===== src/rtl/core/imm_pkg.sv =====
// Shared types, sizes and helpers for the integer matrix multiply block.
// Depends on nothing; every other file but imm_ram refers to it by scoped names.
package imm_pkg;

    localparam int DIM = 4;
    localparam int IDX_W = (DIM > 1) ? $clog2(DIM * DIM) : 1;
    localparam int CNT_W = 3;
    localparam int VAL_W = 16;
    localparam int MUL_W = 32;
    localparam int ACC_W = 36;

    localparam logic [1:0] OP_LOAD_LEFT  = 2'd0;
    localparam logic [1:0] OP_LOAD_RIGHT = 2'd1;
    localparam logic [1:0] OP_START      = 2'd2;

    localparam logic [CNT_W-1:0] CNT_LAST = CNT_W'(DIM - 1);

    // Commands from the controller to the datapath.
    typedef struct packed {
        logic             wr_left;
        logic             wr_right;
        logic             issue;
        logic             k_first;
        logic             k_last;
        logic [CNT_W-1:0] i;
        logic [CNT_W-1:0] j;
        logic [CNT_W-1:0] k;
    } cmd_t;

    // Status from the datapath to the controller.
    typedef struct packed {
        logic out_valid;
    } stat_t;

    function automatic logic [IDX_W-1:0] idx(input logic [CNT_W-1:0] r,
                                             input logic [CNT_W-1:0] c);
        logic [6:0] flat;
        flat = 7'(r) * 7'(DIM) + 7'(c);
        return flat[IDX_W-1:0];
    endfunction

endpackage


===== src/rtl/core/imm_ram.sv =====
// Generic single-write, single-read RAM with registered read data.
// Depends on nothing.
module imm_ram #(
    parameter int WIDTH  = 16,
    parameter int DEPTH  = 16,
    parameter int ADDR_W = (DEPTH > 1) ? $clog2(DEPTH) : 1
) (
    input  logic              clk,
    input  logic              we,
    input  logic [ADDR_W-1:0] waddr,
    input  logic [WIDTH-1:0]  wdata,
    input  logic [ADDR_W-1:0] raddr,
    output logic [WIDTH-1:0]  rdata
);

    logic [WIDTH-1:0] mem_reg [DEPTH];
    logic [WIDTH-1:0] rdata_reg;

    always_ff @(posedge clk)
    begin
        if (we)
        begin
            mem_reg[waddr] <= wdata;
        end
        rdata_reg <= mem_reg[raddr];
    end

    assign rdata = rdata_reg;

endmodule


===== src/rtl/core/imm_datapath.sv =====
// Datapath: operand stores, multiply stage, accumulator and output register.
// Depends on imm_pkg and imm_ram.
module imm_datapath (
    input  logic                          clk,
    input  logic                          rst_n,
    input  imm_pkg::cmd_t                 cmd,
    output imm_pkg::stat_t                stat,
    input  logic [imm_pkg::CNT_W-1:0]     row,
    input  logic [imm_pkg::CNT_W-1:0]     col,
    input  logic signed [imm_pkg::VAL_W-1:0] value,
    input  logic                          out_stall,
    output logic                          out_valid,
    output logic [imm_pkg::CNT_W-1:0]     out_row,
    output logic [imm_pkg::CNT_W-1:0]     out_col,
    output logic signed [imm_pkg::ACC_W-1:0] product,
    output logic                          last
);

    logic [imm_pkg::IDX_W-1:0] wr_idx;
    logic [imm_pkg::IDX_W-1:0] left_raddr;
    logic [imm_pkg::IDX_W-1:0] right_raddr;
    logic signed [imm_pkg::VAL_W-1:0] left_q;
    logic signed [imm_pkg::VAL_W-1:0] right_q;

    logic s1_valid_reg, s1_first_reg, s1_last_reg;
    logic s2_valid_reg, s2_first_reg, s2_last_reg;
    logic signed [imm_pkg::MUL_W-1:0] mul_reg;
    logic signed [imm_pkg::ACC_W-1:0] acc_reg;
    logic signed [imm_pkg::ACC_W-1:0] acc_next;

    logic                                out_valid_reg, out_valid_next;
    logic [imm_pkg::CNT_W-1:0]           out_row_reg, out_col_reg;
    logic signed [imm_pkg::ACC_W-1:0]    product_reg;
    logic                                last_reg;

    assign wr_idx      = imm_pkg::idx(row, col);
    assign left_raddr  = imm_pkg::idx(cmd.i, cmd.k);
    assign right_raddr = imm_pkg::idx(cmd.k, cmd.j);

    imm_ram #(
        .WIDTH (imm_pkg::VAL_W),
        .DEPTH (imm_pkg::DIM * imm_pkg::DIM)
    ) u_left_ram (
        .clk   (clk),
        .we    (cmd.wr_left),
        .waddr (wr_idx),
        .wdata (value),
        .raddr (left_raddr),
        .rdata (left_q)
    );

    imm_ram #(
        .WIDTH (imm_pkg::VAL_W),
        .DEPTH (imm_pkg::DIM * imm_pkg::DIM)
    ) u_right_ram (
        .clk   (clk),
        .we    (cmd.wr_right),
        .waddr (wr_idx),
        .wdata (value),
        .raddr (right_raddr),
        .rdata (right_q)
    );

    // First term of a dot product restarts the sum.
    assign acc_next = (s2_first_reg ? '0 : acc_reg) + imm_pkg::ACC_W'(mul_reg);

    always_comb
    begin
        out_valid_next = out_valid_reg;
        if (out_valid_reg && !out_stall)
        begin
            out_valid_next = 1'b0;
        end
        if (s2_valid_reg && s2_last_reg)
        begin
            out_valid_next = 1'b1;
        end
    end

    always_ff @(posedge clk or negedge rst_n)
    begin
        if (!rst_n)
        begin
            s1_valid_reg  <= 1'b0;
            s2_valid_reg  <= 1'b0;
            out_valid_reg <= 1'b0;
        end
        else
        begin
            s1_valid_reg  <= cmd.issue;
            s2_valid_reg  <= s1_valid_reg;
            out_valid_reg <= out_valid_next;
        end
    end

    always_ff @(posedge clk)
    begin
        s1_first_reg <= cmd.k_first;
        s1_last_reg  <= cmd.k_last;
        s2_first_reg <= s1_first_reg;
        s2_last_reg  <= s1_last_reg;
        mul_reg      <= imm_pkg::MUL_W'(left_q * right_q);
        if (s2_valid_reg)
        begin
            acc_reg <= acc_next;
        end
        if (s2_valid_reg && s2_last_reg)
        begin
            product_reg <= acc_next;
            out_row_reg <= cmd.i;
            out_col_reg <= cmd.j;
            last_reg    <= (cmd.i == imm_pkg::CNT_LAST) && (cmd.j == imm_pkg::CNT_LAST);
        end
    end

    assign stat.out_valid = out_valid_reg;
    assign out_valid      = out_valid_reg;
    assign out_row        = out_row_reg;
    assign out_col        = out_col_reg;
    assign product        = product_reg;
    assign last           = last_reg;

endmodule


===== src/rtl/core/imm_ctrl.sv =====
// Controller: input acceptance, element and term sequencing for the multiply.
// Depends on imm_pkg.
module imm_ctrl (
    input  logic                      clk,
    input  logic                      rst_n,
    input  logic                      in_valid,
    output logic                      in_stall,
    input  logic [1:0]                op,
    input  logic [imm_pkg::CNT_W-1:0] row,
    input  logic [imm_pkg::CNT_W-1:0] col,
    input  logic                      out_stall,
    output imm_pkg::cmd_t             cmd,
    input  imm_pkg::stat_t            stat
);

    localparam logic [1:0] ST_IDLE  = 2'd0;
    localparam logic [1:0] ST_ISSUE = 2'd1;
    localparam logic [1:0] ST_WAIT  = 2'd2;

    logic [1:0]                state_reg, state_next;
    logic [imm_pkg::CNT_W-1:0] i_reg, i_next;
    logic [imm_pkg::CNT_W-1:0] j_reg, j_next;
    logic [imm_pkg::CNT_W-1:0] k_reg, k_next;
    logic                      in_take;
    logic                      in_range;
    logic                      out_take;
    logic                      final_elem;

    assign in_stall   = (state_reg != ST_IDLE);
    assign in_take    = in_valid && !in_stall;
    assign in_range   = (32'(row) < imm_pkg::DIM) && (32'(col) < imm_pkg::DIM);
    assign out_take   = stat.out_valid && !out_stall;
    assign final_elem = (i_reg == imm_pkg::CNT_LAST) && (j_reg == imm_pkg::CNT_LAST);

    always_comb
    begin
        state_next = state_reg;
        i_next     = i_reg;
        j_next     = j_reg;
        k_next     = k_reg;
        case (state_reg)
            ST_IDLE:
            begin
                if (in_take && op == imm_pkg::OP_START)
                begin
                    state_next = ST_ISSUE;
                    i_next     = '0;
                    j_next     = '0;
                    k_next     = '0;
                end
            end
            ST_ISSUE:
            begin
                if (k_reg == imm_pkg::CNT_LAST)
                begin
                    state_next = ST_WAIT;
                end
                else
                begin
                    k_next = k_reg + 1'b1;
                end
            end
            ST_WAIT:
            begin
                // Advance to the next element once the result transaction completes.
                if (out_take)
                begin
                    k_next = '0;
                    if (final_elem)
                    begin
                        state_next = ST_IDLE;
                    end
                    else
                    begin
                        state_next = ST_ISSUE;
                        if (j_reg == imm_pkg::CNT_LAST)
                        begin
                            j_next = '0;
                            i_next = i_reg + 1'b1;
                        end
                        else
                        begin
                            j_next = j_reg + 1'b1;
                        end
                    end
                end
            end
            default:
            begin
                state_next = ST_IDLE;
            end
        endcase
    end

    always_ff @(posedge clk or negedge rst_n)
    begin
        if (!rst_n)
        begin
            state_reg <= ST_IDLE;
            i_reg     <= '0;
            j_reg     <= '0;
            k_reg     <= '0;
        end
        else
        begin
            state_reg <= state_next;
            i_reg     <= i_next;
            j_reg     <= j_next;
            k_reg     <= k_next;
        end
    end

    always_comb
    begin
        cmd          = '0;
        cmd.wr_left  = in_take && in_range && (op == imm_pkg::OP_LOAD_LEFT);
        cmd.wr_right = in_take && in_range && (op == imm_pkg::OP_LOAD_RIGHT);
        cmd.issue    = (state_reg == ST_ISSUE);
        cmd.k_first  = (k_reg == '0);
        cmd.k_last   = (k_reg == imm_pkg::CNT_LAST);
        cmd.i        = i_reg;
        cmd.j        = j_reg;
        cmd.k        = k_reg;
    end

    a_out_only_in_wait: assert property (@(posedge clk) disable iff (!rst_n)
        stat.out_valid |-> (state_reg == ST_WAIT))
        else $error("result valid outside wait state");

    a_start_begins: assert property (@(posedge clk) disable iff (!rst_n)
        (in_take && op == imm_pkg::OP_START) |=>
        (state_reg == ST_ISSUE && i_reg == '0 && j_reg == '0 && k_reg == '0))
        else $error("start did not begin at element zero");

    a_final_returns_idle: assert property (@(posedge clk) disable iff (!rst_n)
        (state_reg == ST_WAIT && out_take && final_elem) |=> (state_reg == ST_IDLE))
        else $error("final element did not return to idle");

    a_no_load_while_busy: assert property (@(posedge clk) disable iff (!rst_n)
        (state_reg != ST_IDLE) |-> !(cmd.wr_left || cmd.wr_right))
        else $error("store written during multiply");

endmodule


===== src/rtl/core/integer_matrix_multiply.sv =====
// Integer matrix multiply top level: DIM x DIM product of two loaded matrices.
// Load transactions are accepted back to back while no multiply is running.
// A start transaction stalls the input while one MAC unit walks all elements:
// each element issues DIM term reads, which pass through read, multiply and sum,
// and the next element starts only once the output has taken the result.
// Reset clears control state only; the operand stores hold garbage until loaded.
module integer_matrix_multiply (
    input  logic                             clk,
    input  logic                             rst_n,
    input  logic                             in_valid,
    output logic                             in_stall,
    input  logic [1:0]                       op,
    input  logic [imm_pkg::CNT_W-1:0]        row,
    input  logic [imm_pkg::CNT_W-1:0]        col,
    input  logic signed [imm_pkg::VAL_W-1:0] value,
    output logic                             out_valid,
    input  logic                             out_stall,
    output logic [imm_pkg::CNT_W-1:0]        out_row,
    output logic [imm_pkg::CNT_W-1:0]        out_col,
    output logic signed [imm_pkg::ACC_W-1:0] product,
    output logic                             last
);

    imm_pkg::cmd_t  cmd;
    imm_pkg::stat_t stat;

    imm_ctrl u_ctrl (
        .clk       (clk),
        .rst_n     (rst_n),
        .in_valid  (in_valid),
        .in_stall  (in_stall),
        .op        (op),
        .row       (row),
        .col       (col),
        .out_stall (out_stall),
        .cmd       (cmd),
        .stat      (stat)
    );

    imm_datapath u_datapath (
        .clk       (clk),
        .rst_n     (rst_n),
        .cmd       (cmd),
        .stat      (stat),
        .row       (row),
        .col       (col),
        .value     (value),
        .out_stall (out_stall),
        .out_valid (out_valid),
        .out_row   (out_row),
        .out_col   (out_col),
        .product   (product),
        .last      (last)
    );

endmodule


===== config.mk =====
export PLATFORM = sky130hd
export DESIGN_NAME = integer_matrix_multiply
export DESIGN_NICKNAME = d
export VERILOG_FILES = /design/src/rtl/core/imm_pkg.sv /design/src/rtl/core/imm_ram.sv /design/src/rtl/core/imm_datapath.sv /design/src/rtl/core/imm_ctrl.sv /design/src/rtl/core/integer_matrix_multiply.sv
export SDC_FILE = /design/constraint.sdc
export NUM_CORES = 1
export LEC_CHECK = 0
export BUFFER_PORTS_ARGS = -buffer_cell sky130_fd_sc_hd__buf_2
export CAP_MARGIN = 25
export CORE_MARGIN = 10
export CORE_UTILIZATION = 64
export CTS_CLUSTER_SIZE = 12
export DETAILED_ROUTE_END_ITERATION = 16
export MAX_ROUTING_LAYER = met4
export PLACE_DENSITY = 0.88
export SETUP_SLACK_MARGIN = 0.4
export SYNTH_ARGS = -nofsm -noshare
export SYNTH_HDL_FRONTEND = slang
export SYNTH_HIERARCHICAL = 1
export SYNTH_SLANG_ARGS = --single-unit

===== constraint.sdc =====
create_clock -name clk -period 7.95 [get_ports clk]
set_input_delay 1.9875 -clock clk [delete_from_list [all_inputs] [get_ports clk]]
set_output_delay 1.9875 -clock clk [all_outputs]
set_load 0.01 [all_outputs]

==> out/qor.csv <==
stage,metric,value,unit
cts,cts_tree,built,
placed_design,dp_hpwl,52.2,mm
finish,nets,2952,
routing,highest_layer,met4,
routing,wl_met1,32.0,mm
finish,multi_input_area,15000,µm²
critical_path,worstPathArrival,7.33,ns
critical_path,critPathMaxStageDelay,0.74,ns
critical_path,cp_slowest_cell,a2111oi_0,
critical_path,cpMostUsedCell,fa_1,
placed_design,io_buffers,72,
finish,layout_common_cells,"edfxtp_1 (591), inv_1 (325), fa_1 (263), nand2_1 (171), and2_1 (132)",
routing,via_count,20800,
routing,drt_iter0_markers,2392,
yosys,ys_warn_count,6,
grt,grt_overflow,0,
timing,worst_slew_pin_slew,1.11,ns
routing,met3_length,6.90,mm
yosys,syn_area,36000,µm²
routing,wl_per_cell,25.3,µm
finish,fillers,3382,
yosys,syn_nets,2860,
placed_design,placed_area,37100,µm²
critical_path,path_cells,nand2_1 > inv_1 > fa_1 > fa_1 > fa_1 > fa_1 > fa_1 > inv_1 > fa_1 > inv_1 > ha_1 > nand3_1 > o22ai_1 > a2111oi_0 > o21ai_1 > a21oi_2 > o21ai_1 > a221oi_2 > xnor2_1,
cts,insertion_delay,0.63,ns
finish,seqCellArea,19500,µm²
finish,drive_above_1_share,13.9,%
routing,drtAntennaViolNets,0,
finish,syn_to_final_growth,9.70,%
yosys,synth_area_per_cell,14.7,µm²
yosys,yosys.area.top_type,edfxtp_1,
run,drv_cap,0,
floorplanning,die_x,257,µm
yosys,synthCells,2443,
cts,postCtsSetupRepairBufs,0,
routing,drcViolationCount,0,
floorplanning,die_y,257,µm
routing,viasPerCell,6.24,
timing,drv_slew,0,
timing,layout_min_cycle_time,6.79,ns
placed_design,globalplace.congestion,0.917,
critical_path,cp_top_family,adder cells,
critical_path,startpoint_type,flop,
critical_path,worstPathRequired,8.49,ns
grt,grt_pass1_wl,129,mm
yosys,async_reset_ff_share,2.08,%
timing,setup_viol,0,
placed_design,dp_slack,1.30,ns
timing,slew_headroom,26.2,%
finish,stdcell_area,39500,µm²
timing,hold_violations,0,
cts,clk_pin_slew,0.06,ns
yosys,synth-seq-cells,673,
cts,numCtsBuffers,70,
routing,wl_met2,42.8,mm
critical_path,crit_path_max_fanout,16,
yosys,synthFlopType,edfxtp_1,
cts,cts_buffer_depth,3,
timing,rsz0062_at_grt,false,
hold_path,hold_class,flop to flop,
timing,finalSetupTns,0,ns
critical_path,worst-path-buf-inv,3,
cts,cts_hold_buf,0,
routing,routed_wirelength,84.1,mm
finish,final_common_cell,edfxtp_1,
critical_path,rrSetupSlack,1.16,ns
grt,antenna_found_initial,1,
yosys,synth_top_area_share,49.3,%
floorplanning,die_area,66100,µm²
timing,setup_slack,1.16,ns
cts,clock_sinks,673,
timing,fin_crit_sh,85.5,%
critical_path,critPathKind,flop to flop,
cts,cts-resized-gates,0,
cts,cts-root-buf,clkbuf_16,
yosys,yosysSeqAreaShare,54.1,%
status,status,completed,
floorplanning,coreArea,55400,µm²
yosys,synth_edf_count,591,
yosys,synth_area_leaders,"edfxtp_1 (49%), fa_1 (15%), mux4_2 (6.8%), ha_1 (4.4%), dfxtp_1 (3.8%)",
timing,holdWs,0.325,ns
timing,max_freq,0.147,GHz
grt,grt_max_degree,69,
timing,fin_skew,0.0315,ns
grt,track_usage,26.2,%
cts,h-tree-depth,3,
routing,dr.pass1.iters,5,
floorplanning,initial_core_util,64.9,%
grt,grt_pass1_vias,21800,
floorplanning,ios,73,
yosys,ys_types,72,
critical_path,cp-end-kind,flop,
floorplanning,rows,86,
metrics by stage:
stage | std cells | utilization [%]
after floorplan | 2443 | -
after global placement | 3197 | 67.0
after detailed placement | 3197 | 67.0
after CTS | 3315 | 70.8
after global routing | 3330 | 71.2
final | 3330 | 71.2
worst register-to-register path: cells and delay by family (launching register included):
family                     cells  cell delay [ns]
AOI/OAI and AO/OA              6             1.78
xor gates and xnor gates       1             0.16
adders and majority gates      7             3.41
buffers and inverters          3             0.25
DFF                            1             0.71
and+or+nand+nor                2             0.39
logic make-up after synthesis:
kind of cell / share of synthesized area, %
xor gates and xnor gates: 1.63
AOI/OAI and AO/OA: 5.06
buffers and inverters: 4.59
muxes: 8.25
DFF: 54.1
and+or+nand+nor: 7.36
adders and majority gates: 19.0
worst paths after layout:
check | from | to | cells after the start
min in group asynchronous | rst_n | u_ctrl/state_reg[0] | 1
worst min register to register | u_datapath/s1_last_reg | u_datapath/s2_last_reg | 0
max in group asynchronous | rst_n | u_ctrl/k_reg[0] | 1
worst max register to register | u_datapath/u_right_ram/rdata[1] | u_datapath/mul_reg[31] | 19
worst max-delay path | u_datapath/u_right_ram/rdata[1] | u_datapath/mul_reg[31] | 19
worst min-delay path | u_datapath/s1_last_reg | u_datapath/s2_last_reg | 0
Yosys cell counts (3+ instances only):
| cell type | n |
|---|---|
| a22oi_1 | 66 |
| o211ai_1 | 5 |
| a22o_1 | 3 |
| buf_6 | 9 |
| nand3_1 | 14 |
| buf_1 | 9 |
| nor3_1 | 17 |
| and4_1 | 3 |
| nor2b_1 | 45 |
| a21o_1 | 29 |
| a211o_1 | 4 |
| buf_4 | 8 |
| nand2_1 | 171 |
| o21ai_1 | 10 |
| a21oi_2 | 6 |
| o21ai_0 | 24 |
| o21a_1 | 8 |
| edfxtp_1 | 591 |
| inv_1 | 325 |
| dfxtp_1 | 68 |
| a211oi_1 | 5 |
| o21ai_2 | 3 |
| dfrtp_1 | 14 |
| xor2_1 | 20 |
| a31oi_1 | 4 |
| or3b_2 | 3 |
| o21bai_1 | 9 |
| mux4_1 | 20 |
| and3_1 | 6 |
| fa_1 | 263 |
| nand4_1 | 6 |
| mux4_2 | 108 |
| ha_1 | 126 |
| xnor2_1 | 47 |
| nor2_1 | 78 |
| and2_1 | 133 |
| nand3b_1 | 5 |
| a21oi_1 | 55 |
| clkbuf_1 | 51 |
| nand2b_1 | 20 |
| buf_2 | 9 |
| o31ai_1 | 3 |
metal layers:
layer | vias up | global-route usage [%]
li1 | 8803 | -
met1 | 10600 | 33.0
met2 | 1237 | 42.6
met3 | 183 | 4.36
met4 | 0 | 9.55
met5 | - | -
layout make-up:
class,instances,share of cell area (%)
flip-flops and latches,673,49.3
multi-input cells,1359,38.0
clock buffers,100,4.85
inverters,325,3.09
well taps,748,2.37
repair buffers,106,1.82
clock inverters,18,0.552
diodes,1,0.00634
Power is not shown: default switching activity piles up to over one toggle a cycle in this logic, so the estimate is an artifact.
